==> src/design/tdcewd_pkg.sv <==
// Shared types and constants of the event word decoder.
`default_nettype none

package tdcewd_pkg;

   localparam int unsigned CHANNELS_DEFAULT = 4;
   localparam int unsigned WORD_W           = 32;
   localparam int unsigned UPPER_W          = 24;
   localparam int unsigned EDGE_W           = 17;
   localparam int unsigned TOT_W            = 18;
   localparam int unsigned HIT_W            = 8;
   localparam int unsigned TIME_W           = 63;
   localparam int unsigned NET_W            = 62;
   localparam int unsigned SEC_W            = 30;
   localparam int unsigned WINDOW_W         = 40;
   localparam int unsigned CFG_W            = 40;
   localparam int unsigned CFG_INDEX_W      = 1;
   localparam int unsigned CHAN_W           = 2;
   localparam int unsigned CHAN_FIELD_W     = 8;
   localparam int unsigned QUEUE_DEPTH      = 2;

   localparam logic [7:0]  TOP_HEADER     = 8'h5c;
   localparam logic [7:0]  TOP_LEAD       = 8'h03;
   localparam logic [7:0]  TOP_TRAIL      = 8'h04;
   localparam logic [31:0] WORD_TRAILER   = 32'hff55_0000;
   localparam logic [31:0] WORD_STATUS_OK = 32'h0003_0000;
   localparam logic [31:0] WORD_KEYWORD   = 32'h7fff_000a;

   localparam logic signed [EDGE_W-1:0] NO_EDGE            = -17'sd100;
   localparam logic [HIT_W-1:0]         HIT_LIMIT_RESET    = 8'd10;
   localparam logic [WINDOW_W-1:0]      PULSE_WINDOW_RESET = 40'd2147484;

   // 25 ns ticks to 2^-32 s: round(t25 * 2^24 / 156250)
   //   = 107 * t25 + floor((58466 * t25 + 78125) / 156250)
   localparam int unsigned T25_W     = 11;
   localparam int unsigned T32K_W    = 15;
   localparam int unsigned PART_W    = 27;
   localparam int unsigned PROD_W    = 47;
   localparam int unsigned QPART_W   = 10;
   localparam int unsigned FRAC_W    = 33;
   localparam int unsigned T25_SHIFT = 37;
   localparam logic [6:0]  T25_WHOLE = 7'd107;
   localparam logic [15:0] T25_PART  = 16'd58466;
   localparam logic [16:0] T25_HALF  = 17'd78125;
   localparam logic [17:0] T25_DIV   = 18'd156250;
   localparam logic [19:0] T25_RECIP = 20'd879609;

   typedef enum logic [CFG_INDEX_W-1:0] {
      REG_HIT_LIMIT    = 1'b0,
      REG_PULSE_WINDOW = 1'b1
   } reg_index_type;

   typedef enum logic {
      OP_TRIGGER = 1'b0,
      OP_STATUS  = 1'b1
   } op_kind_type;

   typedef enum logic [3:0] {
      EXP_NORMAL  = 4'b0001,
      EXP_TIME    = 4'b0010,
      EXP_STATUS  = 4'b0100,
      EXP_KEYWORD = 4'b1000
   } expect_type;

   typedef struct packed {
      logic               valid;
      op_kind_type        kind;
      logic [UPPER_W-1:0] upper;
      logic [WORD_W-1:0]  lower;
      logic               ok;
   } front_op_type;

   typedef struct packed {
      logic [EDGE_W-1:0] lead;
      logic [EDGE_W-1:0] trail;
      logic [HIT_W-1:0]  hits;
   } chan_store_type;

   typedef struct packed {
      logic [TIME_W-1:0] stamp;
      logic [TIME_W-1:0] gap;
      logic [TIME_W-1:0] sync;
      logic              ok;
   } stamp_set_type;

   typedef struct packed {
      logic [CHAN_W-1:0] channel;
      logic [EDGE_W-1:0] lead;
      logic [EDGE_W-1:0] trail;
      logic [TOT_W-1:0]  over;
      logic [HIT_W-1:0]  hits;
      logic [TIME_W-1:0] stamp;
      logic [TIME_W-1:0] gap;
      logic [TIME_W-1:0] sync;
      logic              ok;
      logic              last;
   } out_rec_type;

endpackage

`default_nettype wire

==> src/design/tdcewd_back.sv <==
// Record emitter: walks the channels of the head snapshot into the output register.
`default_nettype none

module tdcewd_back #(
   parameter int unsigned CHANNELS = tdcewd_pkg::CHANNELS_DEFAULT
) (
   input  logic                                      clock,
   input  logic                                      reset,
   input  logic                                      head_valid,
   input  tdcewd_pkg::stamp_set_type                 head_stamps,
   input  tdcewd_pkg::chan_store_type [CHANNELS-1:0] head_stores,
   output logic                                      pop,
   output logic                                      rec_valid,
   input  logic                                      rec_ready,
   output tdcewd_pkg::out_rec_type                   rec
);
   import tdcewd_pkg::*;

   localparam int unsigned IDX_W = (CHANNELS > 1) ? $clog2(CHANNELS) : 1;

   logic             valid_ff, valid_in;
   logic [IDX_W-1:0] idx_ff, idx_in;
   out_rec_type      rec_ff, rec_in;

   chan_store_type cs;
   logic           out_free;
   logic           load;
   logic           last_rec;

   assign cs       = head_stores[idx_ff];
   assign out_free = !valid_ff || rec_ready;
   assign load     = out_free && head_valid;
   assign last_rec = idx_ff == IDX_W'(CHANNELS - 1);
   assign pop      = load && last_rec;

   always_comb begin
      rec_in.channel = CHAN_W'(idx_ff);
      rec_in.lead    = cs.lead;
      rec_in.trail   = cs.trail;
      rec_in.over    = {cs.trail[EDGE_W-1], cs.trail} - {cs.lead[EDGE_W-1], cs.lead};
      rec_in.hits    = cs.hits;
      rec_in.stamp   = head_stamps.stamp;
      rec_in.gap     = head_stamps.gap;
      rec_in.sync    = head_stamps.sync;
      rec_in.ok      = head_stamps.ok;
      rec_in.last    = last_rec;
      valid_in       = valid_ff;
      idx_in         = idx_ff;
      if (out_free) begin
         valid_in = head_valid;
      end
      if (load) begin
         idx_in = last_rec ? '0 : idx_ff + IDX_W'(1);
      end
   end

   always_ff @(posedge clock) begin
      if (reset) begin
         valid_ff <= 1'b0;
         idx_ff   <= '0;
      end else begin
         valid_ff <= valid_in;
         idx_ff   <= idx_in;
      end
   end

   always_ff @(posedge clock) begin
      if (load) begin
         rec_ff <= rec_in;
      end
   end

   assign rec_valid = valid_ff;
   assign rec       = rec_ff;

endmodule

`default_nettype wire

==> config.mk <==
export PLATFORM = sky130hd
export DESIGN_NAME = tdcewd_back
export DESIGN_NICKNAME = d
export VERILOG_FILES = /design/src/design/tdcewd_pkg.sv /design/src/design/tdcewd_back.sv
export SDC_FILE = /design/constraint.sdc
export NUM_CORES = 1
export LEC_CHECK = 0
export ABC_CLOCK_PERIOD_IN_PS = 8200
export BUFFER_PORTS_ARGS = -buffer_cell sky130_fd_sc_hd__buf_4
export CELL_PAD_IN_SITES_DETAIL_PLACEMENT = 0
export CELL_PAD_IN_SITES_GLOBAL_PLACEMENT = 1
export CORE_AREA = 2 2 242 244
export DETAILED_ROUTE_END_ITERATION = 12
export DIE_AREA = 0 0 244 246
export MAX_ROUTING_LAYER = met4
export PLACE_DENSITY = 0.49
export SYNTH_ARGS = -nofsm -noshare
export SYNTH_HDL_FRONTEND = slang
export SYNTH_SLANG_ARGS = --single-unit
==> constraint.sdc <==
create_clock -name clock -period 8.2 [get_ports clock]
set_input_delay 0.82 -clock clock [delete_from_list [all_inputs] [get_ports clock]]
set_output_delay 0.82 -clock clock [all_outputs]
set_load 0.02 [all_outputs]
==> summary.md <==
| Metric | Value |
|---|---|
| Clk_skew | `0.0191 ns` |
| Share of layout cells above drive strength 1 | `approximately 63%` |
| Synthesized net count | `between 800 and 900` |
| I/O pin count | `617` |
| Crit. End Element | `flip-flop` |
| Post-CTS sizing | `0` |
| Most frequent cell after synthesis | `edfxtp_1` |
| DR WL/cell | `22.4 um` |
| Depth of the CTS H-tree | `2` |
| Yosys warning count | `0` |
| Period utilization | `between 50% and 60%` |
| Final WL | `~43000 um` |
| Largest area contributor in the netlist | `edfxtp_1` |
| Xor/xnor share of the synthesized area | `1.08%` |
| Slowest cell on the critical path | `dfxtp_4` |
| Crit-path cells | `buf_4, mux4_2, inv_1, ha_1, inv_1, fa_1, a211oi_2, nor3_1, o41ai_2, mux2i_1, a2111oi_2` |
| Die outline height | `246 um` |
| Mapped Area | `a little under 10000 sq um` |
| Worst hold-check path type | `input port to flip-flop` |
| Clock transition at the registers of the reported paths | `approximately 0.060 ns` |
| Nets@finish | `~1500` |
| CP Max Fanout | `25` |
| Grt ovf | `0` |
| Peak VDD IR | `137 uV` |
| Dpl hpwl | `34700 um` |
| Fin crit period | `4.15 ns` |
| Max-Cap Viols | `0` |
| Static Leak | `6.72 nW` |
| Synthesized instance count | `474` |
| Crit path launch type | `flip-flop` |
| Library cells used by synthesis | `47` |
| Status | `finished clean` |
| Worst EP required | `around 8.5 ns` |
| Unrepaired setup endpoints after global routing | `false` |
| Die Width | `244 um` |
| Final Max Tran Viols | `0` |
| Setup-failing EPs final | `0` |
| Skew-Pair Late Insertion Delay | `0.53 ns` |
| Post-route ant nets | `0` |
| Top post-synthesis cells by count | `edfxtp_1 (253), mux4_2 (42), inv_1 (24)` |
| Postcts setup bufs | `0` |
| Max Root-Sink Buffers | `3` |
| Hold-fix buffers at CTS | `0` |
| Layout area overhead | `67.7%` |
| Setup TNS Final | `0 ns` |
| Most numerous cell on the critical path | `inv_1` |
| Sink Count | `256` |
| Total CTS buffers | `34` |
| Final Wtd Congestion | `0.814` |
| Post-DR vias/cell | `3.72` |
| Mux cell area share after synthesis | `9.79%` |
| CP arrival | `4.49 ns` |
| Core outline area | `57400 sq um` |
| Asr flop ratio synth | `0%` |
| Initial Utilization | `17.0%` |
| Via Count | `between 7000 and 8000` |
| Die area | `60000 sq um` |
| Worst Max-Slew Pin Slew | `0.991 ns` |
| Synth Area in Simple Gates | `2.51%` |
| Root buffer cell | `clkbuf_16` |
| Fill cells | `5881` |
| Area contributors post-synth | `edfxtp_1 (78%), mux4_2 (9.7%), ha_1 (2.3%)` |
| Number of synthesized register bits | `about 260` |
| Hold Vio Cnt, Final | `0` |
| Cell family with most CP delay | `compound AO/OA/AOI/OAI gates` |
| # rows | `88` |
| PwrDens | `229 nW/um^2` |
| Global-route wire length before repair | `57100 um` |
| DRC | `0` |
| Iter 0 DRT Violations | `about 220` |
| Post-Synth Adder-Cell Area | `2.51%` |
| Pin count of the biggest net entering global routing | `132` |
| Max-slew headroom | `33.9%` |
| Seq/Total Area, Yosys | `roughly 78%` |
| Vias in the first global route | `7400` |
| Synth Area in Compound Gates | `4.01%` |
| Crit path kind | `flip-flop to flip-flop` |
| Pre-Repair DR Iteration Count | `4` |
| Buf+Inv Stages, Crit Path | `3` |
| Largest family of logic cells by synthesized area | `multiplexers` |
| Port Buffers | `approximately 600` |
| Max Fclk | `0.241 GHz` |
| Final Hold Slack | `0.459 ns` |
| EDFF count, synth | `253` |
| Yosys top cell area share | `77.8%` |
| CTS tree | `done` |
| Gr usage total | `14.1%` |
| Max incr delay on CP | `~0.64 ns` |
| Ys flop type | `edfxtp_1` |
| Initial antenna violation count | `13` |
| Average size of a mapped cell | `slightly above 20 sq um` |
placed cells by master (no fill, tap or decap), types with 3 or more instances in the layout:
cell type,instances
nor2_1,8
diode_2,12
clkbuf_16,34
o211ai_1,4
xor2_1,6
nand2_1,15
xnor2_1,6
edfxtp_1,253
clkbuf_1,5
clkinv_2,10
a211oi_1,4
o21a_1,4
ha_1,18
nor2b_1,4
clkinv_1,8
inv_1,23
nand3_1,3
a21oi_1,17
buf_4,618
o21ai_0,9
nand2b_1,3
nor3_1,5
mux4_2,42
and3_1,3
through the flow:
stage	utilization [%]	power (mW)	std cells	instance area [sq um]	worst slack, ns
5_1_grt	28.5	3.93	1917	16400	3.68
3_5_place_dp	26.7	2.41	1844	15300	4.00
6_report	28.5	3.74	1918	16400	4.05
4_1_cts	28.5	3.84	1906	16300	3.97
3_3_place_gp	26.7	2.41	1844	15300	4.04
2_1_floorplan	-	2.01	474	9760	1.65
cell families (layout without fill, tap and decap cells):
| family | Yosys count | in the layout |
|---|---|---|
| flops | 256 | 256 |
| mux | 43 | 43 |
| compound gates | 57 | 57 |
| buf+inv | 38 | 705 |
| simple gates | 49 | 49 |
| fa+ha+maj | 19 | 19 |
| other cells | 0 | 12 |
| xor+xnor | 12 | 12 |
flip-flops by register name, indices dropped and copies added (netlist names):
name / count
idx_ff: 2
rec: 253
rec_valid: 1
metal layers:
metal | share of wire [%] | global-route usage (%) | vias to the layer above | routed length (um)
met5 | 0 | - | - | 0
met4 | 1.7 | 3.10 | 0 | 717
met3 | 11 | 6.57 | 41 | 4590
met2 | 52 | 24.7 | 384 | 22500
met1 | 35 | 14.3 | 3485 | 15200
li1 | - | - | 3233 | -
worst paths after layout:
path                          startpoint                      to  slack (ns)  depth (start not counted)
setup / recovery  idx_ff[0]$_SDFFE_PP0P_      rec[215]$_DFFE_PP_        4.05                         11
hold / removal          head_stamps[183]      rec[184]$_DFFE_PP_        0.46                          1
setup reg to reg  idx_ff[0]$_SDFFE_PP0P_      rec[215]$_DFFE_PP_        4.05                         11
hold reg to reg   rec_valid$_SDFFE_PP0N_  rec_valid$_SDFFE_PP0N_        0.53                          2
final cells by class:
| class | instances | area, sq um | share of cell area, % |
|---|---|---|---|
| antenna | 12 | 30.0 | 0.183 |
| inverter | 24 | 97.6 | 0.596 |
| clock buffer | 39 | 870 | 5.31 |
| clock inverter | 23 | 151 | 0.925 |
| timing repair buffer | 619 | 4660 | 28.5 |
| tap | 765 | 957 | 5.85 |
| sequential | 256 | 7660 | 46.8 |
| multi-input combinational | 180 | 1940 | 11.9 |
power by group:
group          total [mW]  internal (mW)  switching, mW  leakage, nW
registers            1.61           1.57         0.0393         2.47
logic               0.747          0.343          0.404         3.74
clock network        1.38          0.796          0.585        0.507
No activity file was read; power rests on OpenSTA's default activity.
