$ cat src/design/tdcewd_pkg.sv
// Shared types and constants of the event word decoder.
`default_nettype none

package tdcewd_pkg;

   localparam int unsigned CHANNELS_DEFAULT = 4;
   localparam int unsigned WORD_W           = 32;
   localparam int unsigned UPPER_W          = 24;
   localparam int unsigned EDGE_W           = 17;
   localparam int unsigned TOT_W            = 18;
   localparam int unsigned HIT_W            = 8;
   localparam int unsigned TIME_W           = 63;
   localparam int unsigned NET_W            = 62;
   localparam int unsigned SEC_W            = 30;
   localparam int unsigned WINDOW_W         = 40;
   localparam int unsigned CFG_W            = 40;
   localparam int unsigned CFG_INDEX_W      = 1;
   localparam int unsigned CHAN_W           = 2;
   localparam int unsigned CHAN_FIELD_W     = 8;
   localparam int unsigned QUEUE_DEPTH      = 2;

   localparam logic [7:0]  TOP_HEADER     = 8'h5c;
   localparam logic [7:0]  TOP_LEAD       = 8'h03;
   localparam logic [7:0]  TOP_TRAIL      = 8'h04;
   localparam logic [31:0] WORD_TRAILER   = 32'hff55_0000;
   localparam logic [31:0] WORD_STATUS_OK = 32'h0003_0000;
   localparam logic [31:0] WORD_KEYWORD   = 32'h7fff_000a;

   localparam logic signed [EDGE_W-1:0] NO_EDGE            = -17'sd100;
   localparam logic [HIT_W-1:0]         HIT_LIMIT_RESET    = 8'd10;
   localparam logic [WINDOW_W-1:0]      PULSE_WINDOW_RESET = 40'd2147484;

   // 25 ns ticks to 2^-32 s: round(t25 * 2^24 / 156250)
   //   = 107 * t25 + floor((58466 * t25 + 78125) / 156250)
   localparam int unsigned T25_W     = 11;
   localparam int unsigned T32K_W    = 15;
   localparam int unsigned PART_W    = 27;
   localparam int unsigned PROD_W    = 47;
   localparam int unsigned QPART_W   = 10;
   localparam int unsigned FRAC_W    = 33;
   localparam int unsigned T25_SHIFT = 37;
   localparam logic [6:0]  T25_WHOLE = 7'd107;
   localparam logic [15:0] T25_PART  = 16'd58466;
   localparam logic [16:0] T25_HALF  = 17'd78125;
   localparam logic [17:0] T25_DIV   = 18'd156250;
   localparam logic [19:0] T25_RECIP = 20'd879609;

   typedef enum logic [CFG_INDEX_W-1:0] {
      REG_HIT_LIMIT    = 1'b0,
      REG_PULSE_WINDOW = 1'b1
   } reg_index_type;

   typedef enum logic {
      OP_TRIGGER = 1'b0,
      OP_STATUS  = 1'b1
   } op_kind_type;

   typedef enum logic [3:0] {
      EXP_NORMAL  = 4'b0001,
      EXP_TIME    = 4'b0010,
      EXP_STATUS  = 4'b0100,
      EXP_KEYWORD = 4'b1000
   } expect_type;

   typedef struct packed {
      logic               valid;
      op_kind_type        kind;
      logic [UPPER_W-1:0] upper;
      logic [WORD_W-1:0]  lower;
      logic               ok;
   } front_op_type;

   typedef struct packed {
      logic [EDGE_W-1:0] lead;
      logic [EDGE_W-1:0] trail;
      logic [HIT_W-1:0]  hits;
   } chan_store_type;

   typedef struct packed {
      logic [TIME_W-1:0] stamp;
      logic [TIME_W-1:0] gap;
      logic [TIME_W-1:0] sync;
      logic              ok;
   } stamp_set_type;

   typedef struct packed {
      logic [CHAN_W-1:0] channel;
      logic [EDGE_W-1:0] lead;
      logic [EDGE_W-1:0] trail;
      logic [TOT_W-1:0]  over;
      logic [HIT_W-1:0]  hits;
      logic [TIME_W-1:0] stamp;
      logic [TIME_W-1:0] gap;
      logic [TIME_W-1:0] sync;
      logic              ok;
      logic              last;
   } out_rec_type;

endpackage

`default_nettype wire

$ cat src/design/tdcewd_front.sv
// Word classifier: expected-word tracking, per-channel edge stores and op issue.
`default_nettype none

module tdcewd_front #(
   parameter int unsigned CHANNELS = tdcewd_pkg::CHANNELS_DEFAULT
) (
   input  logic                                      clock,
   input  logic                                      reset,
   input  logic                                      word_valid,
   output logic                                      word_ready,
   input  logic [tdcewd_pkg::WORD_W-1:0]             word,
   input  logic [tdcewd_pkg::HIT_W-1:0]              hit_limit,
   input  logic                                      advance,
   output tdcewd_pkg::front_op_type                  op,
   output tdcewd_pkg::chan_store_type [CHANNELS-1:0] op_stores
);
   import tdcewd_pkg::*;

   localparam int unsigned IDX_W = (CHANNELS > 1) ? $clog2(CHANNELS) : 1;

   expect_type                  expect_ff, expect_in;
   logic                        in_event_ff, in_event_in;
   logic [UPPER_W-1:0]          header_ff, header_in;
   chan_store_type [CHANNELS-1:0] store_ff, store_in;
   front_op_type                op_ff, op_in;
   chan_store_type [CHANNELS-1:0] snap_ff;

   logic                    accept;
   logic [7:0]              top;
   logic [CHAN_FIELD_W-1:0] ch;
   logic                    in_range;
   logic [IDX_W-1:0]        sel;
   logic [EDGE_W-1:0]       edge_val;
   logic                    room;

   assign accept     = word_valid && advance;
   assign word_ready = advance;
   assign top        = word[31:24];
   assign ch         = word[23:16];
   assign in_range   = ch < CHAN_FIELD_W'(CHANNELS);
   assign sel        = ch[IDX_W-1:0];
   assign edge_val   = {1'b0, word[15:0]};
   assign room       = in_range && (store_ff[sel].hits < hit_limit);

   always_comb begin
      expect_in   = expect_ff;
      in_event_in = in_event_ff;
      header_in   = header_ff;
      store_in    = store_ff;
      op_in       = '0;
      if (accept) begin
         case (expect_ff)
            EXP_TIME: begin
               expect_in    = EXP_NORMAL;
               op_in.valid  = 1'b1;
               op_in.kind   = OP_TRIGGER;
               op_in.upper  = header_ff;
               op_in.lower  = word;
            end
            EXP_KEYWORD: begin
               expect_in = EXP_NORMAL;
            end
            EXP_STATUS: begin
               expect_in   = EXP_NORMAL;
               op_in.valid = 1'b1;
               op_in.kind  = OP_STATUS;
               op_in.ok    = (word == WORD_STATUS_OK);
            end
            EXP_NORMAL: begin
               if (top == TOP_HEADER) begin
                  in_event_in = 1'b1;
                  header_in   = word[UPPER_W-1:0];
                  expect_in   = EXP_TIME;
                  for (int c = 0; c < CHANNELS; c++) begin
                     store_in[c].lead  = NO_EDGE;
                     store_in[c].trail = NO_EDGE;
                     store_in[c].hits  = '0;
                  end
               end else if (word == WORD_KEYWORD) begin
                  expect_in = EXP_KEYWORD;
               end else if (in_event_ff) begin
                  if (top == TOP_LEAD || top == TOP_TRAIL) begin
                     if (room) begin
                        if (top == TOP_LEAD) begin
                           store_in[sel].lead = edge_val;
                        end else begin
                           store_in[sel].trail = edge_val;
                        end
                        store_in[sel].hits = store_ff[sel].hits + HIT_W'(1);
                     end
                  end else if (word == WORD_TRAILER) begin
                     in_event_in = 1'b0;
                     expect_in   = EXP_STATUS;
                  end
               end
            end
            default: begin
               expect_in = EXP_NORMAL;
            end
         endcase
      end
   end

   always_ff @(posedge clock) begin
      if (reset) begin
         expect_ff   <= EXP_NORMAL;
         in_event_ff <= 1'b0;
         header_ff   <= '0;
         op_ff       <= '0;
         for (int c = 0; c < CHANNELS; c++) begin
            store_ff[c].lead  <= NO_EDGE;
            store_ff[c].trail <= NO_EDGE;
            store_ff[c].hits  <= '0;
         end
      end else begin
         expect_ff   <= expect_in;
         in_event_ff <= in_event_in;
         header_ff   <= header_in;
         store_ff    <= store_in;
         if (advance) begin
            op_ff <= op_in;
         end
      end
   end

   always_ff @(posedge clock) begin
      if (advance) begin
         snap_ff <= store_ff;
      end
   end

   assign op        = op_ff;
   assign op_stores = snap_ff;

endmodule

`default_nettype wire

$ cat config.mk
export PLATFORM = sky130hd
export DESIGN_NAME = tdcewd_front
export DESIGN_NICKNAME = d
export VERILOG_FILES = /design/src/design/tdcewd_pkg.sv /design/src/design/tdcewd_front.sv
export SDC_FILE = /design/constraint.sdc
export NUM_CORES = 1
export LEC_CHECK = 0
export BUFFER_PORTS_ARGS = -buffer_cell sky130_fd_sc_hd__buf_2
export CAP_MARGIN = 20
export CORE_MARGIN = 3
export CORE_UTILIZATION = 49
export CTS_BUF_LIST = sky130_fd_sc_hd__clkbuf_4 sky130_fd_sc_hd__clkbuf_8
export DETAILED_ROUTE_END_ITERATION = 8
export MAX_ROUTING_LAYER = met4
export PLACE_DENSITY = 0.79
export SYNTH_ARGS = -nofsm -noshare
export SYNTH_HDL_FRONTEND = slang
export SYNTH_SLANG_ARGS = --single-unit
$ cat constraint.sdc
create_clock -name clock -period 5.4 [get_ports clock]
set_input_delay 0.27 -clock clock [delete_from_list [all_inputs] [get_ports clock]]
set_output_delay 0.27 -clock clock [all_outputs]
set_load 0.01 [all_outputs]
==> flow_summary.json <==
{
  "status": "completed",
  "crit_path_end_kind": "flip-flop",
  "rsz0062_at_grt": "false",
  "gp_congestion": 0.8874,
  "synth.top_cells.by_count": "dfxtp_1, edfxtp_1, a21oi_1",
  "ff2ff_setup_slack_ns": 1.84,
  "num_rows": 63,
  "yosys.cell_types.count": 63,
  "synthAdderAreaFrac_pct": 0.6719,
  "die_w_um": 180.4,
  "hold_class": "input port to flip-flop",
  "min_period_over_period_pct": 65.85,
  "n_antenna_cell": 0,
  "timing.fmax_ghz": 0.2812,
  "worstSkewPairLatency_ns": 0.58,
  "nets": 1593,
  "ir_drop_mv": 0.1890,
  "synth_enable_flop_cells": 168,
  "synth_top_area_share_pct": 34.40,
  "die_h_um": 180.4,
  "r2r_end": "store_ff[112]",
  "reg2reg_depth": 8,
  "relSlewSlack_pct": 28.01,
  "cts_buffers": 67,
  "synth_largest_area_cell": "dfxtp_1",
  "crit_path_start_kind": "flip-flop",
  "synth_fp_nets": 1295,
  "clock-root-buffer": "clkbuf_8",
  "synth_area_um2": 14900,
  "path_max_fanout": 25,
  "synth_xor_area_share_pct": 0.3528,
  "synth_seq_area_share_pct": 68.27,
  "synth-seq-cells": 424,
  "cpMaxStageDelayCell": "a21oi_2",
  "grt-ovfl-total": 0,
  "via_per_inst": 5.597,
  "holdWs_ns": 0.03470,
  "skew_ns": 0.02799,
  "r2r_start": "store_ff[2]",
  "area_growth_pct": 22.24,
  "leakage_nw": 6.592,
  "cts_tree": "done",
  "drt_iter0_drc": 1087,
  "core_area_um2": 29800,
  "whs_endpoint": "op[32]",
  "synth_most_common_cell": "dfxtp_1",
  "clk_pin_slew_worst_paths_ns": 0.06,
  "syn_inst": 1243,
  "synth_compound_area_share_pct": 13.38,
  "period_minus_slack_ns": 3.556,
  "synthFlopType": "dfxtp_1",
  "synthTopCellsByArea": "dfxtp_1, edfxtp_1, a21oi_1, o22a_1, nor2b_1",
  "antenna_found_initial": 0,
  "detail-route-antenna-nets": 0,
  "cts.repair.resized": 0,
  "avgRoutedWirePerCell_um": 19.85,
  "finalHoldViolCount": 0,
  "instances_no_fill": 1984,
  "gr-usage-all-layers_pct": 24.04,
  "crit_path_cell_trace": "mux4_2 -> ha_1 -> a21o_1 -> a21oi_1 -> a21o_1 -> a21oi_2 -> o21bai_1 -> o22a_1",
  "grt_start_max_net_pins": 106,
  "die_area_um2": 32530,
  "cts_hold_buf": 23,
  "drc": 0,
  "setup_tns_ns": 0,
  "syn_avg_cell_area_um2": 11.98,
  "grt_pass1_vias": 10790,
  "synth_top_family_by_area": "compound AO/OA/AOI/OAI gates",
  "finalPower_mw": 6.393,
  "required_ns": 5.86,
  "drive_gt1_share_pct": 27.35,
  "crit_arrival_ns": 4.02,
  "synthMuxAreaShare_pct": 1.209,
  "synth-simple-area-share_pct": 13.31,
  "routed_wl_um": 39380,
  "firstDrtPassIters": 8,
  "cap_violations": 0,
  "worst_slew_pin_slew_ns": 1.080,
  "dpl-instance-area_um2": 16520,
  "power_density_nw_per_um2": 351.1,
  "stdcell_area_um2": 18210,
  "hp-start": "word[31]",
  "cts_buffer_depth": 3,
  "ys_async_sr_fraction_pct": 0,
  "setup_viol": 0,
  "cts.sinks": 424,
  "start_util_pct": 50.00,
  "crit_top_cell": "a21o_1",
  "ys_warn_count": 0,
  "crit_type": "flip-flop to flip-flop",
  "dpl.hpwl_um": 26160,
  "slew_violations": 0,
  "holdPathStages": 3,
  "slowest_delay_ns": 0.82,
  "io_buffers": 271,
  "grt_pass1_wl_um": 60830,
  "htree_levels": 3,
  "placedCellCount": 1837,
  "route.vias.total": 11100,
  "cts_setup_buffers": 0,
  "io_pins": 272
}
## cells in the final DEF (no fill, tap or decap), types with 45 or more instances in the layout
cell	n
dfxtp_1	256
nor2b_1	58
o22a_1	55
a21oi_1	143
buf_2	269
nor2_1	91
nand2_1	92
nand3_1	45
edfxtp_1	168
clkbuf_8	77
## worst max path at each step
stage / start / to / depth (start not counted)
after CTS: store_ff[2] / store_ff[112] / 8
after floorplan: word[16] / store_ff[12] / 12
after global routing: store_ff[2] / store_ff[160] / 8
after detailed placement: word[17] / store_ff[117] / 9
final: store_ff[2] / store_ff[112] / 8
after global placement: word[17] / store_ff[80] / 9
## area by class of cell
type / instances / area (um2)
flip-flops and latches: 424 / 10170
repair buffers: 308 / 1715
clock buffers: 106 / 1277
inverters: 21 / 78.83
clock inverters: 16 / 156.4
well taps: 390 / 488.0
multi-input cells: 719 / 4324
fillers: 2372 / 11590
## state kept, by name, indices dropped and copies added (netlist names)
name and cells:
expect_ff 4, header_ff 24, in_event_ff 1, op 59
op_stores 168, store_ff 168
## metrics by stage
step                setup slack, ns  utilization, %
floorplan                     2.149               -
global placement              1.542           55.45
detailed placement            1.444           55.45
CTS                           1.847           61.04
global route                  1.600           61.12
finish                        1.844           61.12
## metal layers
layer | track usage, % | routed length, um
met4 | 10.01 | 1398
met5 | - | 0
met1 | 30.50 | 16440
met2 | 37.97 | 18770
met3 | 4.865 | 2765
## power breakdown
group | internal (mW) | leakage [nW] | switching, mW
registers | 3.33 | 3.44 | 0.00601
logic | 0.0549 | 2.39 | 0.151
clock network | 1.62 | 0.761 | 1.23
total | 5.00 | 6.59 | 1.39
## cell families after synthesis
logic type               count (synthesis)
multiplexers                             8
buffers and inverters                  100
AND/OR/NAND/NOR                        395
XOR/XNOR                                 6
flip-flops                             424
adder cells (fa/ha/maj)                  8
AO/OA/AOI/OAI                          302
## critical path: cells and delay by family (launching register included)
kind,cells,cell delay (ns)
AOI/OAI and AO/OA,6,2.16
DFF,1,0.34
muxes,1,0.54
adders and majority gates,1,0.38
Note: power is estimated with default switching activity, not from simulation.
