==> src/design/tdcewd_pkg.sv <==
// Shared types and constants of the event word decoder.
`default_nettype none

package tdcewd_pkg;

   localparam int unsigned CHANNELS_DEFAULT = 4;
   localparam int unsigned WORD_W           = 32;
   localparam int unsigned UPPER_W          = 24;
   localparam int unsigned EDGE_W           = 17;
   localparam int unsigned TOT_W            = 18;
   localparam int unsigned HIT_W            = 8;
   localparam int unsigned TIME_W           = 63;
   localparam int unsigned NET_W            = 62;
   localparam int unsigned SEC_W            = 30;
   localparam int unsigned WINDOW_W         = 40;
   localparam int unsigned CFG_W            = 40;
   localparam int unsigned CFG_INDEX_W      = 1;
   localparam int unsigned CHAN_W           = 2;
   localparam int unsigned CHAN_FIELD_W     = 8;
   localparam int unsigned QUEUE_DEPTH      = 2;

   localparam logic [7:0]  TOP_HEADER     = 8'h5c;
   localparam logic [7:0]  TOP_LEAD       = 8'h03;
   localparam logic [7:0]  TOP_TRAIL      = 8'h04;
   localparam logic [31:0] WORD_TRAILER   = 32'hff55_0000;
   localparam logic [31:0] WORD_STATUS_OK = 32'h0003_0000;
   localparam logic [31:0] WORD_KEYWORD   = 32'h7fff_000a;

   localparam logic signed [EDGE_W-1:0] NO_EDGE            = -17'sd100;
   localparam logic [HIT_W-1:0]         HIT_LIMIT_RESET    = 8'd10;
   localparam logic [WINDOW_W-1:0]      PULSE_WINDOW_RESET = 40'd2147484;

   // 25 ns ticks to 2^-32 s: round(t25 * 2^24 / 156250)
   //   = 107 * t25 + floor((58466 * t25 + 78125) / 156250)
   localparam int unsigned T25_W     = 11;
   localparam int unsigned T32K_W    = 15;
   localparam int unsigned PART_W    = 27;
   localparam int unsigned PROD_W    = 47;
   localparam int unsigned QPART_W   = 10;
   localparam int unsigned FRAC_W    = 33;
   localparam int unsigned T25_SHIFT = 37;
   localparam logic [6:0]  T25_WHOLE = 7'd107;
   localparam logic [15:0] T25_PART  = 16'd58466;
   localparam logic [16:0] T25_HALF  = 17'd78125;
   localparam logic [17:0] T25_DIV   = 18'd156250;
   localparam logic [19:0] T25_RECIP = 20'd879609;

   typedef enum logic [CFG_INDEX_W-1:0] {
      REG_HIT_LIMIT    = 1'b0,
      REG_PULSE_WINDOW = 1'b1
   } reg_index_type;

   typedef enum logic {
      OP_TRIGGER = 1'b0,
      OP_STATUS  = 1'b1
   } op_kind_type;

   typedef enum logic [3:0] {
      EXP_NORMAL  = 4'b0001,
      EXP_TIME    = 4'b0010,
      EXP_STATUS  = 4'b0100,
      EXP_KEYWORD = 4'b1000
   } expect_type;

   typedef struct packed {
      logic               valid;
      op_kind_type        kind;
      logic [UPPER_W-1:0] upper;
      logic [WORD_W-1:0]  lower;
      logic               ok;
   } front_op_type;

   typedef struct packed {
      logic [EDGE_W-1:0] lead;
      logic [EDGE_W-1:0] trail;
      logic [HIT_W-1:0]  hits;
   } chan_store_type;

   typedef struct packed {
      logic [TIME_W-1:0] stamp;
      logic [TIME_W-1:0] gap;
      logic [TIME_W-1:0] sync;
      logic              ok;
   } stamp_set_type;

   typedef struct packed {
      logic [CHAN_W-1:0] channel;
      logic [EDGE_W-1:0] lead;
      logic [EDGE_W-1:0] trail;
      logic [TOT_W-1:0]  over;
      logic [HIT_W-1:0]  hits;
      logic [TIME_W-1:0] stamp;
      logic [TIME_W-1:0] gap;
      logic [TIME_W-1:0] sync;
      logic              ok;
      logic              last;
   } out_rec_type;

endpackage

`default_nettype wire

==> src/design/tdcewd_time.sv <==
// Time pipeline: network time conversion, stamp, gap and double pulse tracking.
`default_nettype none

module tdcewd_time #(
   parameter int unsigned CHANNELS = tdcewd_pkg::CHANNELS_DEFAULT
) (
   input  logic                                      clock,
   input  logic                                      reset,
   input  tdcewd_pkg::front_op_type                  op,
   input  tdcewd_pkg::chan_store_type [CHANNELS-1:0] op_stores,
   input  logic [tdcewd_pkg::WINDOW_W-1:0]           pulse_window,
   input  logic                                      queue_full,
   output logic                                      advance,
   output logic                                      push,
   output tdcewd_pkg::stamp_set_type                 push_stamps,
   output tdcewd_pkg::chan_store_type [CHANNELS-1:0] push_stores
);
   import tdcewd_pkg::*;

   localparam int unsigned STAGES = 6;

   logic [STAGES:1] vld_ff;
   op_kind_type     kind_ff [1:STAGES];
   logic            ok_ff   [1:STAGES];
   chan_store_type [CHANNELS-1:0] snap_ff [1:STAGES];

   // datapath stage registers
   logic [PART_W-1:0]  m1_ff, m1_in, m2_ff;
   logic [FRAC_W-1:0]  fr1_ff, fr1_in, fr2_ff, fq3_ff, fq3_in;
   logic [SEC_W-1:0]   sec1_ff, sec1_in, sec2_ff, sec3_ff;
   logic [QPART_W-1:0] qe2_ff, qe2_in;
   logic [NET_W-1:0]   t4_ff, t4_in;
   logic [TIME_W-1:0]  stamp5_ff, stamp5_in, stamp6_ff, gap6_ff, gap6_in;

   // trigger state
   logic              seen_first_ff;
   logic [NET_W-1:0]  first_ff;
   logic [TIME_W-1:0] prev_ff;
   logic [TIME_W-1:0] cur_stamp_ff;
   logic [TIME_W-1:0] cur_gap_ff;
   logic [TIME_W-1:0] sync_ff;

   logic [T25_W-1:0]  t25;
   logic [T32K_W-1:0] t32k;
   logic [PROD_W-1:0] prod;
   logic [PART_W-1:0] rem;
   logic              corr;
   logic [TIME_W-1:0] sum;
   logic [TIME_W:0]   diff;
   logic              trig4, trig5, trig6, stat6;

   assign t25  = op.lower[T25_W-1:0];
   assign t32k = op.lower[T25_W +: T32K_W];

   assign sec1_in = {op.upper, op.lower[WORD_W-1:T25_W+T32K_W]};
   assign m1_in   = PART_W'(T25_PART) * PART_W'(t25) + PART_W'(T25_HALF);
   assign fr1_in  = {t32k, 17'b0} + FRAC_W'(T25_WHOLE) * FRAC_W'(t25);

   assign prod   = PROD_W'(m1_ff) * PROD_W'(T25_RECIP);
   assign qe2_in = prod[T25_SHIFT +: QPART_W];

   assign rem    = m2_ff - PART_W'(qe2_ff) * PART_W'(T25_DIV);
   assign corr   = rem >= PART_W'(T25_DIV);
   assign fq3_in = fr2_ff + FRAC_W'(qe2_ff) + FRAC_W'(corr);

   assign sum   = {1'b0, sec3_ff, 32'b0} + TIME_W'(fq3_ff);
   assign t4_in = sum[NET_W] ? {NET_W{1'b1}} : sum[NET_W-1:0];

   assign stamp5_in = seen_first_ff ? ({1'b0, t4_ff} - {1'b0, first_ff}) : '0;

   assign diff    = {stamp5_ff[TIME_W-1], stamp5_ff} - {prev_ff[TIME_W-1], prev_ff};
   assign gap6_in = (diff[TIME_W] != diff[TIME_W-1])
                  ? (diff[TIME_W] ? {1'b1, {(TIME_W-1){1'b0}}} : {1'b0, {(TIME_W-1){1'b1}}})
                  : diff[TIME_W-1:0];

   assign trig4 = vld_ff[4] && (kind_ff[4] == OP_TRIGGER);
   assign trig5 = vld_ff[5] && (kind_ff[5] == OP_TRIGGER);
   assign trig6 = vld_ff[6] && (kind_ff[6] == OP_TRIGGER);
   assign stat6 = vld_ff[6] && (kind_ff[6] == OP_STATUS);

   assign advance = !(stat6 && queue_full);
   assign push    = advance && stat6;

   assign push_stamps.stamp = cur_stamp_ff;
   assign push_stamps.gap   = cur_gap_ff;
   assign push_stamps.sync  = sync_ff;
   assign push_stamps.ok    = ok_ff[STAGES];
   assign push_stores       = snap_ff[STAGES];

   always_ff @(posedge clock) begin
      if (reset) begin
         vld_ff <= '0;
      end else if (advance) begin
         vld_ff <= {vld_ff[STAGES-1:1], op.valid};
      end
   end

   always_ff @(posedge clock) begin
      if (advance) begin
         kind_ff[1] <= op.kind;
         ok_ff[1]   <= op.ok;
         snap_ff[1] <= op_stores;
         for (int s = 2; s <= STAGES; s++) begin
            kind_ff[s] <= kind_ff[s-1];
            ok_ff[s]   <= ok_ff[s-1];
            snap_ff[s] <= snap_ff[s-1];
         end
         m1_ff     <= m1_in;
         fr1_ff    <= fr1_in;
         sec1_ff   <= sec1_in;
         qe2_ff    <= qe2_in;
         m2_ff     <= m1_ff;
         fr2_ff    <= fr1_ff;
         sec2_ff   <= sec1_ff;
         fq3_ff    <= fq3_in;
         sec3_ff   <= sec2_ff;
         t4_ff     <= t4_in;
         stamp5_ff <= stamp5_in;
         stamp6_ff <= stamp5_ff;
         gap6_ff   <= gap6_in;
      end
   end

   always_ff @(posedge clock) begin
      if (reset) begin
         seen_first_ff <= 1'b0;
         first_ff      <= '0;
         prev_ff       <= '0;
         cur_stamp_ff  <= '0;
         cur_gap_ff    <= '0;
         sync_ff       <= '0;
      end else if (advance) begin
         if (trig4 && !seen_first_ff) begin
            seen_first_ff <= 1'b1;
            first_ff      <= t4_ff;
         end
         if (trig5) begin
            prev_ff <= stamp5_ff;
         end
         if (trig6) begin
            cur_stamp_ff <= stamp6_ff;
            cur_gap_ff   <= gap6_ff;
            if ($signed(gap6_ff) < $signed({{(TIME_W-WINDOW_W){1'b0}}, pulse_window})) begin
               sync_ff <= stamp6_ff;
            end
         end
      end
   end

   assert property (@(posedge clock) disable iff (reset)
      (!$past(reset) && $past(seen_first_ff)) |-> seen_first_ff)
      else $error("first trigger flag dropped without reset");

endmodule

`default_nettype wire

==> config.mk <==
export PLATFORM = sky130hd
export DESIGN_NAME = tdcewd_time
export DESIGN_NICKNAME = d
export VERILOG_FILES = /design/src/design/tdcewd_pkg.sv /design/src/design/tdcewd_time.sv
export SDC_FILE = /design/constraint.sdc
export NUM_CORES = 2
export LEC_CHECK = 0
export BUFFER_PORTS_ARGS = -buffer_cell sky130_fd_sc_hd__buf_2
export CORE_MARGIN = 5
export CORE_UTILIZATION = 40
export DETAILED_ROUTE_END_ITERATION = 12
export GPL_ROUTABILITY_DRIVEN = 0
export PLACE_DENSITY = 0.7
export REMOVE_ABC_BUFFERS = 1
export SLEW_MARGIN = 20
export SYNTH_ARGS = -nofsm -noshare
export SYNTH_HDL_FRONTEND = slang
export SYNTH_SLANG_ARGS = --single-unit
==> constraint.sdc <==
create_clock -name clock -period 37.8 [get_ports clock]
set_input_delay 1.89 -clock clock [delete_from_list [all_inputs] [get_ports clock]]
set_output_delay 1.89 -clock clock [all_outputs]
set_load 0.005 [all_outputs]
==> results by group <==
Floorplan
  • Core ar.: between 200,000 and 250,000 um2
  • Site Rows: 173
  • I/O pin total: 630
  • Die area: 232,000 um2
  • Initial Utilization: between 40% and 50%
  • Die span in x: 481 um
  • Die height: 481 um

STA
  • Setup TNS: 0 ps
  • Slew Limit Fails: 0
  • Worst setup margin: 26,970 ps
  • Fin crit share: 28.7%
  • Min cycle time layout: 10,830 ps
  • RSZ-0062 raised after global routing: no
  • Worst-Margin Slew: 1130 ps
  • FMAX: around 90 MHz
  • Normalized max-slew margin: 24.8%
  • Final hold violations: 0
  • Final Skew: 84.9 ps
  • Final setup vio count: 0

Setup path
  • Slowest stage delay, CP: 540 ps
  • Crit path max fanout: 7
  • Most frequent CP cell: o21ai_0
  • Critical-path top delay cell: edfxtp_1
  • Crit. End Element: flip-flop
  • Crit path launch type: flip-flop
  • CP required: 38,360 ps
  • CP Class: reg2reg
  • Critical path arrival: between 10,000 and 15,000 ps

Clocking
  • Root Buffer: clkbuf_16
  • Hold buffers post-CTS: 0
  • Max Root-Sink Buffers: 3
  • Post_cts resized: 0
  • Cts bufs inserted: around 190
  • Post-CTS Setup Bufs: 0
  • Clk_lat worst skew: between 800 and 900 ps
  • CTS Sinks: 1,841
  • CTS tree: yes
  • CTS clock-pin slew for the worst setup and hold paths: around 60 ps
  • H-tree depth: 4

Synth
  • Top-count cell post-synth: edfxtp_1
  • Synth top area cells: edfxtp_1, ha_1, fa_1
  • Post-synthesis sequential area ratio: 58.6%
  • Syn. warnings: 0
  • Synth cell types: 83
  • Post-Synthesis Cells: 6,856
  • Post-synth top area cell: edfxtp_1
  • Synth top area share: 51.4%
  • Syn_area_per_cell: 13.0 um2
  • Post-synth EDFFs: 1,520
  • Async SR Flop Fraction: 0%
  • Top FF cell, synth: edfxtp_1
  • Synthesized area: around 89,000 um2
  • Synth Register Bits: roughly 1,800
  • Synth cell count leaders: edfxtp_1, inv_1, nand2_1, ha_1, a21oi_1

GRT
  • Initial antenna violation count: 50
  • Gr usage total: 15.7%
  • Vias in the first global route: 52,000
  • Largest net degree at the start of global routing: between 150 and 200
  • First-pass GRT wire length: 290,000 um
  • GRT overflow: 0

Layout
  • Final-stage net count: 8,632
  • Final Util: 45.2%
  • Area Growth Syn to Fin: 12.8%
  • Layout cells sized above 1: 13.0%
  • Filler instances: 19,700

Drt
  • Routed WL: 185,000 um
  • WL/cell: roughly 18 um
  • Vias: 51,600
  • Via-to-Cell Ratio: 4.92
  • Drc violations: 0
  • Final ANT Viol Nets: 0
  • Initial drt markers: 3,587
  • Initial DRT Pass Iterations: 8

Status
  • Status: finished, final reports clean

Placement
  • Port bufs: 629
  • Place WS: 27,210 ps
  • Hpwl dp: 138,000 um

Job
  • Number of max-cap violations: 0

Worst hold path
  • Hold Crit Class: reg2reg
## routing by layer
metal  wire, um  vias up  track usage [%]
met2      90700     1487             26.6
met3      10900      384             3.18
met1      77400    25000             20.3
li1           -    24800                -
met5        132        -                0
met4       5390       20             4.98
## cell families (layout without fill, tap and decap cells)
kind of cell | after synthesis | count (layout) | share of synthesized area, %
fa+ha+maj | 1011 | 1011 | 17.3
mux | 74 | 74 | 0.837
xor+xnor | 277 | 277 | 2.75
buf+inv | 1125 | 1784 | 5.55
other cells | 0 | 12 | 0
simple gates | 1456 | 1456 | 7.59
flops | 1841 | 1841 | 58.6
compound gates | 1072 | 1072 | 7.31
## state kept, by name, summed over array words and instances (netlist names), 6 cells and up
name and cells:
m2_ff 25, m1_ff 25, qe2_ff 10, kind_ff 6
t4_ff 62, vld_ff 6, fq3_ff 33, stamp5_ff 63
sec1_ff 30, gap6_ff 63, prev_ff 63, sync_ff 63
first_ff 62, cur_gap_ff 63, stamp6_ff 63, sec2_ff 30
fr1_ff 33, snap_ff 1008, fr2_ff 33, ok_ff 6
sec3_ff 30, cur_stamp_ff 63
## cell type report
class                   instances  area (um2)  share of cell area, %
flip-flops and latches       1841       52100                   52.0
multi-input cells            3890       31900                   31.8
clock buffers                 249        5070                   5.06
well taps                    2975        3720                   3.72
repair buffers                660        3440                   3.44
inverters                     777        2920                   2.92
clock inverters                98        1020                   1.02
diodes                         12        30.0                 0.0300
## path summary, 6_finish.rpt
| kind | startpoint | cells after the start | endpoint | slack [ps] |
|---|---|---|---|---|
| hold / removal | snap_ff[0][329] | 0 | snap_ff[0][497] | 380 |
| setup / recovery | qe2_ff[6] | 41 | fq3_ff[28] | 26970 |
| setup reg to reg | qe2_ff[6] | 41 | fq3_ff[28] | 26970 |
| hold reg to reg | snap_ff[0][329] | 0 | snap_ff[0][497] | 380 |
## layout by cell type, fill, tap and decap left out, types with 150 or more instances in the layout
cell type / synthesis / layout
xnor2_1: 161 / 161
nand2_1: 720 / 720
dfxtp_1: 321 / 321
a21oi_1: 513 / 513
nand2b_1: 202 / 200
ha_1: 637 / 637
fa_1: 368 / 368
clkbuf_16: 0 / 190
buf_2: 12 / 628
o21ai_0: 151 / 150
nor2_1: 202 / 201
edfxtp_1: 1520 / 1520
inv_1: 776 / 775
## critical path: cells and delay by family (launching register included)
family,cells,cell delay (ps)
buffers and inverters,3,180
flip-flops,1,540
AO/OA/AOI/OAI,21,4770
XOR/XNOR,2,340
adder cells (fa/ha/maj),9,3300
AND/OR/NAND/NOR,6,1390
## metrics by stage
stage          hold WS [ps]  area (um2)  cells
3_5_place_dp            405       94000  10100
5_1_grt                 389      100000  10500
6_report                379      100000  10500
3_3_place_gp            400       94000  10100
2_1_floorplan           400       86800   6508
4_1_cts                 376      100000  10500
Power is left out: the tool's default activity adds up to more than one toggle a clock period on the data nets, which glitch-free logic cannot reach.
