File: src/design/tdcewd_pkg.sv
// Shared types and constants of the event word decoder.
`default_nettype none

package tdcewd_pkg;

   localparam int unsigned CHANNELS_DEFAULT = 4;
   localparam int unsigned WORD_W           = 32;
   localparam int unsigned UPPER_W          = 24;
   localparam int unsigned EDGE_W           = 17;
   localparam int unsigned TOT_W            = 18;
   localparam int unsigned HIT_W            = 8;
   localparam int unsigned TIME_W           = 63;
   localparam int unsigned NET_W            = 62;
   localparam int unsigned SEC_W            = 30;
   localparam int unsigned WINDOW_W         = 40;
   localparam int unsigned CFG_W            = 40;
   localparam int unsigned CFG_INDEX_W      = 1;
   localparam int unsigned CHAN_W           = 2;
   localparam int unsigned CHAN_FIELD_W     = 8;
   localparam int unsigned QUEUE_DEPTH      = 2;

   localparam logic [7:0]  TOP_HEADER     = 8'h5c;
   localparam logic [7:0]  TOP_LEAD       = 8'h03;
   localparam logic [7:0]  TOP_TRAIL      = 8'h04;
   localparam logic [31:0] WORD_TRAILER   = 32'hff55_0000;
   localparam logic [31:0] WORD_STATUS_OK = 32'h0003_0000;
   localparam logic [31:0] WORD_KEYWORD   = 32'h7fff_000a;

   localparam logic signed [EDGE_W-1:0] NO_EDGE            = -17'sd100;
   localparam logic [HIT_W-1:0]         HIT_LIMIT_RESET    = 8'd10;
   localparam logic [WINDOW_W-1:0]      PULSE_WINDOW_RESET = 40'd2147484;

   // 25 ns ticks to 2^-32 s: round(t25 * 2^24 / 156250)
   //   = 107 * t25 + floor((58466 * t25 + 78125) / 156250)
   localparam int unsigned T25_W     = 11;
   localparam int unsigned T32K_W    = 15;
   localparam int unsigned PART_W    = 27;
   localparam int unsigned PROD_W    = 47;
   localparam int unsigned QPART_W   = 10;
   localparam int unsigned FRAC_W    = 33;
   localparam int unsigned T25_SHIFT = 37;
   localparam logic [6:0]  T25_WHOLE = 7'd107;
   localparam logic [15:0] T25_PART  = 16'd58466;
   localparam logic [16:0] T25_HALF  = 17'd78125;
   localparam logic [17:0] T25_DIV   = 18'd156250;
   localparam logic [19:0] T25_RECIP = 20'd879609;

   typedef enum logic [CFG_INDEX_W-1:0] {
      REG_HIT_LIMIT    = 1'b0,
      REG_PULSE_WINDOW = 1'b1
   } reg_index_type;

   typedef enum logic {
      OP_TRIGGER = 1'b0,
      OP_STATUS  = 1'b1
   } op_kind_type;

   typedef enum logic [3:0] {
      EXP_NORMAL  = 4'b0001,
      EXP_TIME    = 4'b0010,
      EXP_STATUS  = 4'b0100,
      EXP_KEYWORD = 4'b1000
   } expect_type;

   typedef struct packed {
      logic               valid;
      op_kind_type        kind;
      logic [UPPER_W-1:0] upper;
      logic [WORD_W-1:0]  lower;
      logic               ok;
   } front_op_type;

   typedef struct packed {
      logic [EDGE_W-1:0] lead;
      logic [EDGE_W-1:0] trail;
      logic [HIT_W-1:0]  hits;
   } chan_store_type;

   typedef struct packed {
      logic [TIME_W-1:0] stamp;
      logic [TIME_W-1:0] gap;
      logic [TIME_W-1:0] sync;
      logic              ok;
   } stamp_set_type;

   typedef struct packed {
      logic [CHAN_W-1:0] channel;
      logic [EDGE_W-1:0] lead;
      logic [EDGE_W-1:0] trail;
      logic [TOT_W-1:0]  over;
      logic [HIT_W-1:0]  hits;
      logic [TIME_W-1:0] stamp;
      logic [TIME_W-1:0] gap;
      logic [TIME_W-1:0] sync;
      logic              ok;
      logic              last;
   } out_rec_type;

endpackage

`default_nettype wire

File: src/design/tdcewd_queue.sv
// Two-entry queue of event snapshots between the time pipeline and the record emitter.
`default_nettype none

module tdcewd_queue #(
   parameter int unsigned CHANNELS = tdcewd_pkg::CHANNELS_DEFAULT
) (
   input  logic                                      clock,
   input  logic                                      reset,
   input  logic                                      push,
   input  tdcewd_pkg::stamp_set_type                 push_stamps,
   input  tdcewd_pkg::chan_store_type [CHANNELS-1:0] push_stores,
   input  logic                                      pop,
   output logic                                      full,
   output logic                                      head_valid,
   output tdcewd_pkg::stamp_set_type                 head_stamps,
   output tdcewd_pkg::chan_store_type [CHANNELS-1:0] head_stores
);
   import tdcewd_pkg::*;

   localparam int unsigned PTR_W = (QUEUE_DEPTH > 1) ? $clog2(QUEUE_DEPTH) : 1;
   localparam int unsigned CNT_W = $clog2(QUEUE_DEPTH + 1);

   stamp_set_type                 stamps_ff [QUEUE_DEPTH];
   chan_store_type [CHANNELS-1:0] stores_ff [QUEUE_DEPTH];
   logic [PTR_W-1:0]              wr_ff, wr_in, rd_ff, rd_in;
   logic [CNT_W-1:0]              count_ff, count_in;

   assign full        = count_ff == CNT_W'(QUEUE_DEPTH);
   assign head_valid  = count_ff != '0;
   assign head_stamps = stamps_ff[rd_ff];
   assign head_stores = stores_ff[rd_ff];

   always_comb begin
      wr_in    = wr_ff;
      rd_in    = rd_ff;
      count_in = count_ff;
      if (push) begin
         wr_in = (wr_ff == PTR_W'(QUEUE_DEPTH - 1)) ? '0 : wr_ff + PTR_W'(1);
      end
      if (pop) begin
         rd_in = (rd_ff == PTR_W'(QUEUE_DEPTH - 1)) ? '0 : rd_ff + PTR_W'(1);
      end
      if (push && !pop) begin
         count_in = count_ff + CNT_W'(1);
      end else if (pop && !push) begin
         count_in = count_ff - CNT_W'(1);
      end
   end

   always_ff @(posedge clock) begin
      if (reset) begin
         wr_ff    <= '0;
         rd_ff    <= '0;
         count_ff <= '0;
      end else begin
         wr_ff    <= wr_in;
         rd_ff    <= rd_in;
         count_ff <= count_in;
      end
   end

   always_ff @(posedge clock) begin
      if (push) begin
         stamps_ff[wr_ff] <= push_stamps;
         stores_ff[wr_ff] <= push_stores;
      end
   end

   assert property (@(posedge clock) disable iff (reset) push |-> !full)
      else $error("snapshot pushed into full queue");

   assert property (@(posedge clock) disable iff (reset) pop |-> head_valid)
      else $error("snapshot popped from empty queue");

   assert property (@(posedge clock) disable iff (reset) count_ff <= CNT_W'(QUEUE_DEPTH))
      else $error("queue count beyond depth");

endmodule

`default_nettype wire

File: config.mk
export PLATFORM = sky130hd
export DESIGN_NAME = tdcewd_queue
export DESIGN_NICKNAME = d
export VERILOG_FILES = /design/src/design/tdcewd_pkg.sv /design/src/design/tdcewd_queue.sv
export SDC_FILE = /design/constraint.sdc
export NUM_CORES = 1
export LEC_CHECK = 0
export BUFFER_PORTS_ARGS = -buffer_cell sky130_fd_sc_hd__buf_2
export CORE_MARGIN = 5
export CORE_UTILIZATION = 28
export DETAILED_ROUTE_END_ITERATION = 8
export HOLD_SLACK_MARGIN = 0.15
export PLACE_DENSITY = 0.5
export SETUP_SLACK_MARGIN = 0.02
export SLEW_MARGIN = 10
export SYNTH_ARGS = -nofsm -noshare
export SYNTH_HDL_FRONTEND = slang
export SYNTH_SLANG_ARGS = --single-unit
File: constraint.sdc
create_clock -name clock -period 50.8 [get_ports clock]
set_input_delay 5.08 -clock clock [delete_from_list [all_inputs] [get_ports clock]]
set_output_delay 5.08 -clock clock [all_outputs]
set_load 0.02 [all_outputs]
==> results.toml, run 1 <==
[outcome]
outcome = "completed"

[setup_path]
crit_path_start_kind = "register"
arrival_ns = 4.65
crit_buf_inv = 4
worstSetupEndpointType = "output port"
slowest_delay_ns = 0.87
cp_top_family = "buffers and inverters"
cp_max_fo = 57
crit_path_frequent_cell = "buf_4"
cp_cell_sequence = "buf_4, buf_4, buf_4, mux2_2, buf_2"
worstPathRequired_ns = 45.72
cp_slowest_cell = "buf_4"
worstSetupPathType = "register to output port"

[grt]
antenna_found_initial = 38
grt_pass1_vias = 14500
grtUsageTotal_pct = 12.0
grt_overflow = 0
grt_first_pass_wirelength_microns = 92700
grt_max_degree = 121

[synth]
synth_compound_area_share_pct = 0.0366
yosysWarnings = 0
synth_top_family_by_area = "multiplexers"
muxShareOfSynthArea_pct = 18.9
yosysSeqAreaShare_pct = 79.0
async_flop_share_pct = 0
synth_fp_nets = 1499
post_synth_fa_ha_maj_area_fraction_pct = 0.0457
yosysUniqueCellTypes = 19
netlist.area_leader.share_pct = 78.6
syn_inst = 1136
synth_common_cells = "edfxtp_1 (716), mux2_4 (301), mux2_2 (57)"
synth_top_cell_by_area = "edfxtp_1"
synthSimpleGateAreaFrac_pct = 0.169
synth_area_per_cell_sq_um = 24.1
synthXorXnorAreaFrac_pct = 0.128
ys_ff_latch = 721
syn_area_sq_um = 27400
synth_ff_type = "edfxtp_1"
synth_edf_count = 716
ys_top_cells_by_area = "edfxtp_1 (79%), mux2_4 (17%), mux2_2 (2.3%), buf_6 (0.99%), buf_8 (0.60%)"
synth.most_common_cell = "edfxtp_1"

[floorplan]
start_util_pct = 28.2
boundaryPins = 722
dieHeight_microns = 323
rows = 114
dieArea_sq_um = 104000
die_w_microns = 323
core_sq_um = 96900

[place]
dp_hpwl_microns = 46700
dpl_cell_area_sq_um = 32200
place_congestion = 0.764
portBuffers = 721

[worst_hold_path]
hold_path.class = "register to register"

[sta]
finalHoldViolCount = 0
finalSetupViolCount = 0
layout_worst_path_cycle_share_pct = 19.2
final-max-slew-violation-count = 0
setup_tns_ns = 0
finalClockSkew_ns = 0.0158
relSlewSlack_pct = 29.5
fmax_mhz = 103
period_needed_ns = 9.73
tightest_slew_ns = 1.06
rsz0062_at_grt = "false"

[cells_and_area]
post-route-cell-area_sq_um = 34900
syn2layout_area_growth_pct = 27.7
ff_latch_area_sq_um = 21600
fin_nets = 2275
drive_above_1_share_pct = 61.1
fill_cells = 9138
multi_input_area_sq_um = 5280

[route]
vias = 13400
ant_nets = 0
route.detailed.drc = 0
drtIter0Drc = 767
wirelength_microns = 65600
wl_per_cell_microns = 20.1
first_pass_iters = 4
via_per_inst = 4.12

[power_and_ir_drop]
power_density_nw_per_um2 = 42.4
p_leak_uw = 0.0135
peakVddDrop_uv = 30.0

[clock_network]
clockRootBuffer = "clkbuf_16"
cts_tree = "yes"
clk_pin_slew_ns = 0.06
hold_buffers = 0
numClockSinks = 721
cts_setup_buffers = 0
htree_num_levels = 3
cts_made_buffers = 78
cts_resized = 0
clk_latency_ns = 0.64
clock_path_buffers = 3

[flow_run]
max_cap_viol_count = 0
## logic make-up after synthesis
family          after synthesis
simple gates                  9
compound gates                2
buf+inv                      41
fa+ha+maj                     1
flops                       721
xor+xnor                      4
mux                         358
## layout make-up
type                    instances  area share [%]
clock inverters                45            1.64
inverters                       1          0.0107
diodes                         17           0.122
well taps                    1276            4.57
flip-flops and latches        721            61.9
multi-input cells             374            15.1
clock buffers                  97            6.00
repair buffers                736            10.7
## state kept, by name (all words and copies together) (netlist names), named ones only
name and cells:
stamps_ff 380, rd_ff 1, stores_ff 336, count_ff 2, wr_ff 1
## metrics by stage
step / power [uW] / utilization, % / instances / setup slack, ns / hold slack [ns]
2_1_floorplan: 861 / - / 1136 / 29.22 / 0.456
3_3_place_gp: 910 / 33.3 / 3108 / 41.71 / 0.478
3_5_place_dp: 912 / 33.3 / 3108 / 41.62 / 0.499
4_1_cts: 1510 / 36.0 / 3250 / 40.88 / 0.506
5_1_grt: 1540 / 36.0 / 3256 / 40.75 / 0.539
6_report: 1480 / 36.1 / 3267 / 41.07 / 0.505
## where the power goes
| part | leakage (uW) | switching [uW] | internal, uW | total [uW] |
|---|---|---|---|---|
| logic | 0.00544 | 109 | 80.4 | 189 |
| registers | 0.00676 | 10.4 | 696 | 706 |
| clock network | 0.00130 | 222 | 363 | 585 |
| total | 0.0135 | 341 | 1140 | 1480 |
## metal layers
layer | track usage, % | share of wire [%] | wire length, microns | vias to the layer above
met5 | 0 | 0.41 | 268 | -
met4 | 4.01 | 2.2 | 1450 | 42
met3 | 6.81 | 13 | 8570 | 130
met2 | 19.8 | 48 | 31500 | 565
met1 | 12.9 | 36 | 23800 | 6578
li1 | - | - | - | 6129
## worst paths after layout
| kind | from | endpoint | slack (ns) | cells past startpoint |
|---|---|---|---|---|
| min | count_ff[1] | count_ff[1] | 0.50 | 2 |
| max reg2reg | wr_ff | stamps_ff[0][16] | 46.59 | 4 |
| max | register | head_stores[144] | 41.07 | 5 |
| min reg2reg | count_ff[1] | count_ff[1] | 0.50 | 2 |
## worst register-to-register path, stage by stage (launching register included)
cell and delay, ns:
dfxtp_1 0.35, nor2b_4 0.83, buf_4 0.87, buf_4 0.85, buf_4 0.85
## cell usage in the layout, fill, tap and decap left out, drive strengths merged
master / netlist / final
a21oi: 1 / 1
and2: 1 / 1
buf: 40 / 736
bufinv: 0 / 14
clkbuf: 0 / 97
clkinv: 0 / 25
clkinvlp: 0 / 2
dfxtp: 5 / 5
diode: 0 / 17
edfxtp: 716 / 716
ha: 1 / 1
inv: 1 / 5
mux2: 358 / 358
nor2: 4 / 4
nor2b: 2 / 2
o21ai: 1 / 1
or2: 1 / 1
or3: 1 / 1
xnor2: 2 / 2
xor2: 2 / 2
No activity file was read; power rests on OpenSTA's default activity.
==> run 2, diff against run 1 <==
PLACE_DENSITY = 0.51   (was 0.5)
clock period = 7.89 ns   (was 50.8 ns; I/O delays follow)
==> run 2 against run 1 <==
- cell count down 0.18%
- clock skew up 0.0017 ns
- combinational power rose to 6.5 times the previous value
- via count up 0.19%
- cell area down 0.22%
- critical path depth down 1
- largest power group unchanged
==> results.toml, run 2 (synthesis results as in run 1) <==
[clock_network]
clk_pin_slew_ns = 0.06
cts_resized = 0
clk_latency_ns = 0.62
cts_made_buffers = 79
hold_buffers = 0
clockRootBuffer = "clkbuf_16"
htree_num_levels = 3
clock_path_buffers = 3
numClockSinks = 721
cts_tree = "yes"
cts_setup_buffers = 0

[sta]
period_needed_ns = 4.08
finalHoldViolCount = 0
setup_ws_ns = 3.81
setup_tns_ns = 0
rsz0062_at_grt = "false"
layout_worst_path_cycle_share_pct = 51.7
finalClockSkew_ns = 0.0175
tightest_slew_ns = 1.17
relSlewSlack_pct = 22.0
final-max-slew-violation-count = 0
fmax_mhz = 245
finalSetupViolCount = 0

[cells_and_area]
post-route-cell-area_sq_um = 34900
largest_register_ffs = 380
multi_input_area_sq_um = 5280
drive_above_1_share_pct = 61.6
final_cells = 3261
fin_nets = 2273
largest_registers = "stamps_ff x380, stores_ff x336, count_ff x2"
fill_cells = 9133
layout_common_cells = "buf_2 (721), edfxtp_1 (716), mux2_4 (301)"
final_common_cell = "buf_2"
regMostFlops = "stamps_ff"
ff_latch_area_sq_um = 21600
syn2layout_area_growth_pct = 27.4
utilization_pct = 36.0

[route]
route.detailed.drc = 0
ant_nets = 0
via_per_inst = 4.13
wl_per_cell_microns = 20.7
met3_wirelength_microns = 8120
first_pass_iters = 6
m1WireLength_microns = 24100
wl_met2_microns = 32900
highest_layer = "met5"
drtIter0Drc = 773
vias = 13500
wirelength_microns = 67400

[worst_hold_path]
hold_path.class = "primary input to register"

[floorplan]
die_w_microns = 323
core_sq_um = 96900
dieHeight_microns = 323
boundaryPins = 722
dieArea_sq_um = 104000
rows = 114
start_util_pct = 28.2

[grt]
grt_max_degree = 152
grtUsageTotal_pct = 12.3
antenna_found_initial = 38
grt_first_pass_wirelength_microns = 94800
grt_pass1_vias = 14800
grt_overflow = 0

[place]
dp.cells = 3105
place_congestion = 0.773
dpl_cell_area_sq_um = 32300
dp_hpwl_microns = 47800
pre_cts_slack_ns = 4.40
portBuffers = 721

[setup_path]
arrival_ns = 3.29
r2r_setup_slack_ns = 5.08
worstSetupPathType = "register to output port"
crit_path_start_kind = "register"
cp_max_fo = 99
worstPathRequired_ns = 7.10
worstSetupEndpointType = "output port"

[flow_run]
max_cap_viol_count = 0

[power_and_ir_drop]
power_density_nw_per_um2 = 269
peakVddDrop_uv = 213
p_leak_uw = 0.0135

[outcome]
outcome = "completed"
==> run 2: cell types whose count changed in the layout (fill, tap and decap cells not counted), moves of 2 or more <==
cell	previous run	this run
clkinv_2	7	17
clkinv_1	18	13
bufinv_16	14	8
clkbuf_1	15	10
clkinv_4	0	2
clkinvlp_4	2	4
buf_12	1	8
buf_4	14	4
==> run 2: final timing paths <==
check / to / depth (start not counted) / start
worst max-delay path: head_stamps[143] / 4 / register
worst min-delay path: stores_ff[0][83] / 1 / push_stores[83]
worst max register to register: stamps_ff[1][163] / 3 / wr_ff
worst min register to register: count_ff[1] / 2 / count_ff[1]
==> run 2: worst max-delay path, cell delays in order, from the launching register on <==
cell and delay, ns:
dfxtp_4 0.92, buf_12 0.53, buf_12 0.37, mux2_4 0.35, buf_2 0.16
==> run 2: cell type report <==
class | instances | share of cell area [%]
diodes | 16 | 0.115
clock buffers | 91 | 5.92
clock inverters | 49 | 1.34
inverters | 1 | 0.0108
multi-input cells | 374 | 15.1
flip-flops and latches | 721 | 62.0
well taps | 1276 | 4.58
repair buffers | 733 | 10.9
==> run 2: power breakdown <==
group / leakage [uW] / internal, uW / switching [uW]
clock network: 0.00124 / 2140 / 1450
registers: 0.00676 / 4480 / 73.5
logic: 0.00545 / 523 / 698
total: 0.0135 / 7140 / 2230
==> run 2: layer usage <==
metal  global-route usage, %  vias to the layer above
met4                    4.78                       36
met2                    20.9                      595
met5                       0                        -
met3                    6.25                      153
li1                        -                     6134
met1                    13.1                     6551
==> run 2: per-stage QoR <==
stage                     hold slack [ns]  power (uW)
after floorplan                     0.456        5470
after global placement              0.476        5860
after detailed placement            0.490        5880
after CTS                           0.268        9530
after global routing                0.293        9780
final                               0.352        9370
